### src/hdl/csp_isqrt_pipe.sv
// Pipelined integer square root, one root bit (two radicand bits) per stage.
// Carries an opaque sideband vector alongside each transaction. No package use.
module csp_isqrt_pipe #(
    parameter int N      = 31,
    parameter int SIDE_W = 1
) (
    input  logic              clk,
    input  logic              rst_n,
    input  logic              ce,
    input  logic              in_valid,
    input  logic [2*N-1:0]    rad_in,
    input  logic [SIDE_W-1:0] side_in,
    output logic              out_valid,
    output logic [N-1:0]      root_out,  // floor(sqrt(rad_in))
    output logic [SIDE_W-1:0] side_out
);

    logic [N-1:0]      v_reg;
    logic [N:0]        rem_reg   [N];
    logic [N:0]        rem_next  [N];
    logic [N-1:0]      root_reg  [N];
    logic [N-1:0]      root_next [N];
    logic [2*N-1:0]    rad_reg   [N];
    logic [SIDE_W-1:0] sd_reg    [N];

    logic [N:0]        rem_src   [N];
    logic [N-1:0]      root_src  [N];
    logic [2*N-1:0]    rad_src   [N];
    logic [SIDE_W-1:0] sd_src    [N];
    logic [N+2:0]      cand      [N];
    logic [N+2:0]      trial     [N];
    logic [N+2:0]      diff      [N];
    logic              rbit      [N];

    // Digit-by-digit root: try (4*root + 1) against the remainder
    always_comb
    begin
        rem_src[0]  = '0;
        root_src[0] = '0;
        rad_src[0]  = rad_in;
        sd_src[0]   = side_in;
        for (int i = 1; i < N; i++)
        begin
            rem_src[i]  = rem_reg[i-1];
            root_src[i] = root_reg[i-1];
            rad_src[i]  = rad_reg[i-1];
            sd_src[i]   = sd_reg[i-1];
        end
        for (int i = 0; i < N; i++)
        begin
            cand[i]      = {rem_src[i], rad_src[i][2*N-1:2*N-2]};
            trial[i]     = {1'b0, root_src[i], 2'b01};
            diff[i]      = cand[i] - trial[i];
            rbit[i]      = (cand[i] >= trial[i]);
            rem_next[i]  = rbit[i] ? diff[i][N:0] : cand[i][N:0];
            root_next[i] = {root_src[i][N-2:0], rbit[i]};
        end
    end

    // Valid shift line
    always_ff @(posedge clk or negedge rst_n)
    begin
        if (!rst_n)
        begin
            v_reg <= '0;
        end
        else if (ce)
        begin
            v_reg <= {v_reg[N-2:0], in_valid};
        end
    end

    // Payload stages
    always_ff @(posedge clk)
    begin
        if (ce)
        begin
            for (int i = 0; i < N; i++)
            begin
                rem_reg[i]  <= rem_next[i];
                root_reg[i] <= root_next[i];
                rad_reg[i]  <= {rad_src[i][2*N-3:0], 2'b00};
                sd_reg[i]   <= sd_src[i];
            end
        end
    end

    assign out_valid = v_reg[N-1];
    assign root_out  = root_reg[N-1];
    assign side_out  = sd_reg[N-1];

endmodule

### config.mk
export PLATFORM = sky130hd
export DESIGN_NAME = csp_isqrt_pipe
export DESIGN_NICKNAME = d
export VERILOG_FILES = /design/src/hdl/csp_isqrt_pipe.sv
export SDC_FILE = /design/constraint.sdc
export NUM_CORES = 2
export LEC_CHECK = 0
export BUFFER_PORTS_ARGS = -buffer_cell sky130_fd_sc_hd__buf_4
export CORE_MARGIN = 2
export CORE_UTILIZATION = 40
export DETAILED_ROUTE_END_ITERATION = 10
export GPL_TIMING_DRIVEN = 1
export PLACE_DENSITY = 0.53
export SLEW_MARGIN = 25
export SYNTH_ARGS = -nofsm -noshare
export SYNTH_HDL_FRONTEND = slang
export SYNTH_SLANG_ARGS = --single-unit
export TNS_END_PERCENT = 100
### constraint.sdc
create_clock -name clk -period 4.3 [get_ports clk]
set_input_delay 0.86 -clock clk [delete_from_list [all_inputs] [get_ports clk]]
set_output_delay 0.86 -clock clk [all_outputs]
set_load 0.01 [all_outputs]
==> run_results.csv <==
group,metric,value,unit
clock_tree,cts_setup_buffers,0,
clock_tree,hold_buffers,1,
pwr,p_switching,19.55,mW
outcome,status,"completed",
sta,tightestPinTransition,0.9937,ns
logic_synthesis,synth_area_per_cell,12.96,µm²
critical_path,crit-reg2reg-launch,"root_reg[1][341]$_DFFE_PP_",
sta,finalCritPeriodShare,86.94,%
floorplanning,die_y,531.0,µm
sta,period_needed,3.738,ns
floorplanning,rows,193,
pwr,power_frac_seq,46.2,%
logic_synthesis,syn_nets,9169,
sta,fin_ws,0.5618,ns
routing,vias,66290,
logic_synthesis,synth_top_flop_cell,"edfxtp_1",
clock_tree,numClockSinks,2402,
floorplanning,die_area,281900,µm²
pwr,p_clk_share,33.6,%
sta,relSlewSlack,32.04,%
clock_tree,worstSkewPairLatency,0.87,ns
routing,drt_pass1_iterations,5,
grt,globalRouteOverflowTotal,0,
critical_path,end_kind,"register",
pwr,ir_drop,0.3135,mV
logic_synthesis,synth_common_cells,"edfxtp_1 (2371), inv_1 (659), a21oi_1 (598), nor2_1 (583), nand2_1 (566)",
routing,avgRoutedWirePerCell,18.24,µm
logic_synthesis,synth_area,111100,µm²
logic_synthesis,synth.most_common_cell,"edfxtp_1",
floorplanning,die_x,531.0,µm
worst_hold_path,min_path_type,"primary input to register",
logic_synthesis,postSynthCellCount,8574,
sta,setup_viol,0,
logic_synthesis,synth_edf_count,2371,
clock_tree,cts_buffers,274,
sta,grt_setup_unrepaired,"false",
critical_path,worstRegToRegCells,12,
logic_synthesis,synth_area_leaders,"edfxtp_1 (64%), ha_1 (5.9%), xor2_1 (3.2%)",
place,port_buffers,99,
sta,finalMaxSlewViolations,0,
pwr,powerDensity,543.5,nW/µm²
floorplanning,io_pins,100,
pwr,p_leak,48.29,nW
final_layout,syn_to_final_growth,13.65,%
logic_synthesis,yosysTopAreaCellShare,64.10,%
worst_hold_path,min_to,"rad_reg[0][16]$_DFFE_PP_",
routing,wl,234200,µm
clock_tree,cts_resized,0,
clock_tree,cts_tree,"yes",
sta,hold_viol,0,
logic_synthesis,ys_seq_elements,2402,
grt,first_global_vias,65720,
routing,drt_iter0_drc,4923,
clock_tree,clock-root-buffer,"clkbuf_16",
worst_hold_path,holdPathStages,1,
critical_path,worst-setup-path-type,"register to register",
logic_synthesis,ys_warn_count,0,
clock_tree,clockBufferDepth,4,
critical_path,crit_arrival,4.31,ns
floorplanning,initial_core_util,40.21,%
final_layout,drive_gt1_share,9.001,%
final_layout,num-nets-final,9512,
routing,vias_per_cell,5.163,
logic_synthesis,yosysSeqAreaShare,64.79,%
critical_path,crit_path_max_fanout,34,
critical_path,reg2reg_slack,0.56,ns
sta,clock_skew,0.05479,ns
clock_tree,clkTransAtPathRegs,0.06,ns
grt,grt_pass1_wl,364400,µm
logic_synthesis,yosys.area.top_type,"edfxtp_1",
clock_tree,cts-htree-levels,5,
pwr,internal_power,49.06,mW
critical_path,required,4.87,ns
final_layout,largest_reg_flops,930,
grt,track_usage,16.27,%
sta,setup_tns,0,ns
routing,drtAntennaViolNets,0,
pwr,switching_share,28.50,%
critical_path,timing.rr.end,"rem_reg[1][400]$_DFFE_PP_",
worst_hold_path,hold_start,"rad_in[16]",
logic_synthesis,synth_cell_types,87,
floorplanning,coreArea,276300,µm²
place,post-place-ws,0.5598,ns
logic_synthesis,async_flop_share,1.291,%
pwr,pwr-share-comb,20.2,%
grt,grt_start_max_net_pins,125,
place,gp_congestion,0.8796,
sta,clock.fmax,267.5,MHz
place,dp.final_hpwl,167700,µm
grt,antenna_found_initial,3,
routing,drc,0,
flow_run,max-cap-violations,0,
critical_path,cp-start-kind,"register",
-- worst max-delay path: stages, from the launching register on --
cell      delay [ns]
edfxtp_1        0.43
inv_1           0.07
ha_1            0.34
nor2b_1         0.16
o31a_1          0.27
o31ai_1         0.22
a21oi_1         0.22
o311a_1         0.42
a41o_1          0.28
a21oi_4         0.14
buf_4           0.34
buf_4           0.33
o21ai_0         0.20
-- cells in the final DEF (no fill, tap or decap), drive strengths merged, types with 235 or more instances in the layout --
cell / synthesis / routed
nand2: 566 / 566
inv: 664 / 677
xnor2: 365 / 365
buf: 15 / 235
edfxtp: 2371 / 2371
clkbuf: 154 / 314
o21ai: 423 / 423
ha: 528 / 528
xor2: 408 / 408
a21oi: 598 / 598
nor2: 583 / 583
-- logic make-up (layout without fill, tap and decap cells) --
kind of cell,count (synthesis),count (layout),synth area share (%)
buffers and inverters,834,1392,2.819
XOR/XNOR,773,773,6.095
adder cells (fa/ha/maj),528,528,5.947
multiplexers,111,111,1.119
AND/OR/NAND/NOR,2206,2206,9.713
AO/OA/AOI/OAI,1719,1719,9.509
other,1,3,0.003376
flip-flops,2402,2402,64.79
-- worst max path at each step --
stage,start,cells after the start,to
2_1_floorplan,rem_reg[1][297]$_DFFE_PP_,12,rem_reg[1][320]$_DFFE_PP_
3_3_place_gp,root_reg[1][186]$_DFFE_PP_,11,rem_reg[1][229]$_DFFE_PP_
3_5_place_dp,root_reg[1][341]$_DFFE_PP_,12,rem_reg[1][400]$_DFFE_PP_
4_1_cts,root_reg[1][341]$_DFFE_PP_,12,rem_reg[1][400]$_DFFE_PP_
5_1_grt,root_reg[1][186]$_DFFE_PP_,11,rem_reg[1][229]$_DFFE_PP_
6_report,root_reg[1][341]$_DFFE_PP_,12,rem_reg[1][400]$_DFFE_PP_
-- area by class of cell --
type                    count  area [µm²]
well taps                3705        4636
inverters                 665        2496
multi-input cells        5338       36050
diodes                      2       5.005
fillers                 24880      150000
repair buffers            236        2170
clock inverters           177        1807
flip-flops and latches   2402       71970
clock buffers             314        7102
-- stage by stage --
step | hold slack [ns] | utilization, % | power (mW) | cells | instance area (µm²)
final | 0.1639 | 45.70 | 68.61 | 12840 | 126200
after CTS | 0.06723 | 45.69 | 69.49 | 12840 | 126200
after global placement | 0.4003 | 42.46 | 45.85 | 12350 | 117300
after global routing | 0.09929 | 45.70 | 72.25 | 12840 | 126200
after detailed placement | 0.4045 | 42.46 | 45.99 | 12350 | 117300
after floorplan | 0.4003 | - | 41.45 | 8574 | 111100
-- layer usage --
| layer | global-route usage, % | vias up | wire length [µm] |
|---|---|---|---|
| met5 | 0 | - | 13 |
| met4 | 5.700 | 2 | 7784 |
| met3 | 2.120 | 433 | 8993 |
| met2 | 28.37 | 1357 | 115400 |
| met1 | 20.72 | 32060 | 102000 |
| li1 | - | 32440 | - |
-- power by group through the flow --
stage | registers (mW) | logic (mW) | clock network [mW]
after floorplan | 31.2 | 10.2 | 0
after global placement | 32.2 | 13.6 | 0
after detailed placement | 32.2 | 13.8 | 0
after CTS | 31.8 | 13.9 | 23.9
after global routing | 32.0 | 15.5 | 24.7
final | 31.7 | 13.9 | 23.0
(Power assumes the default switching activity.)
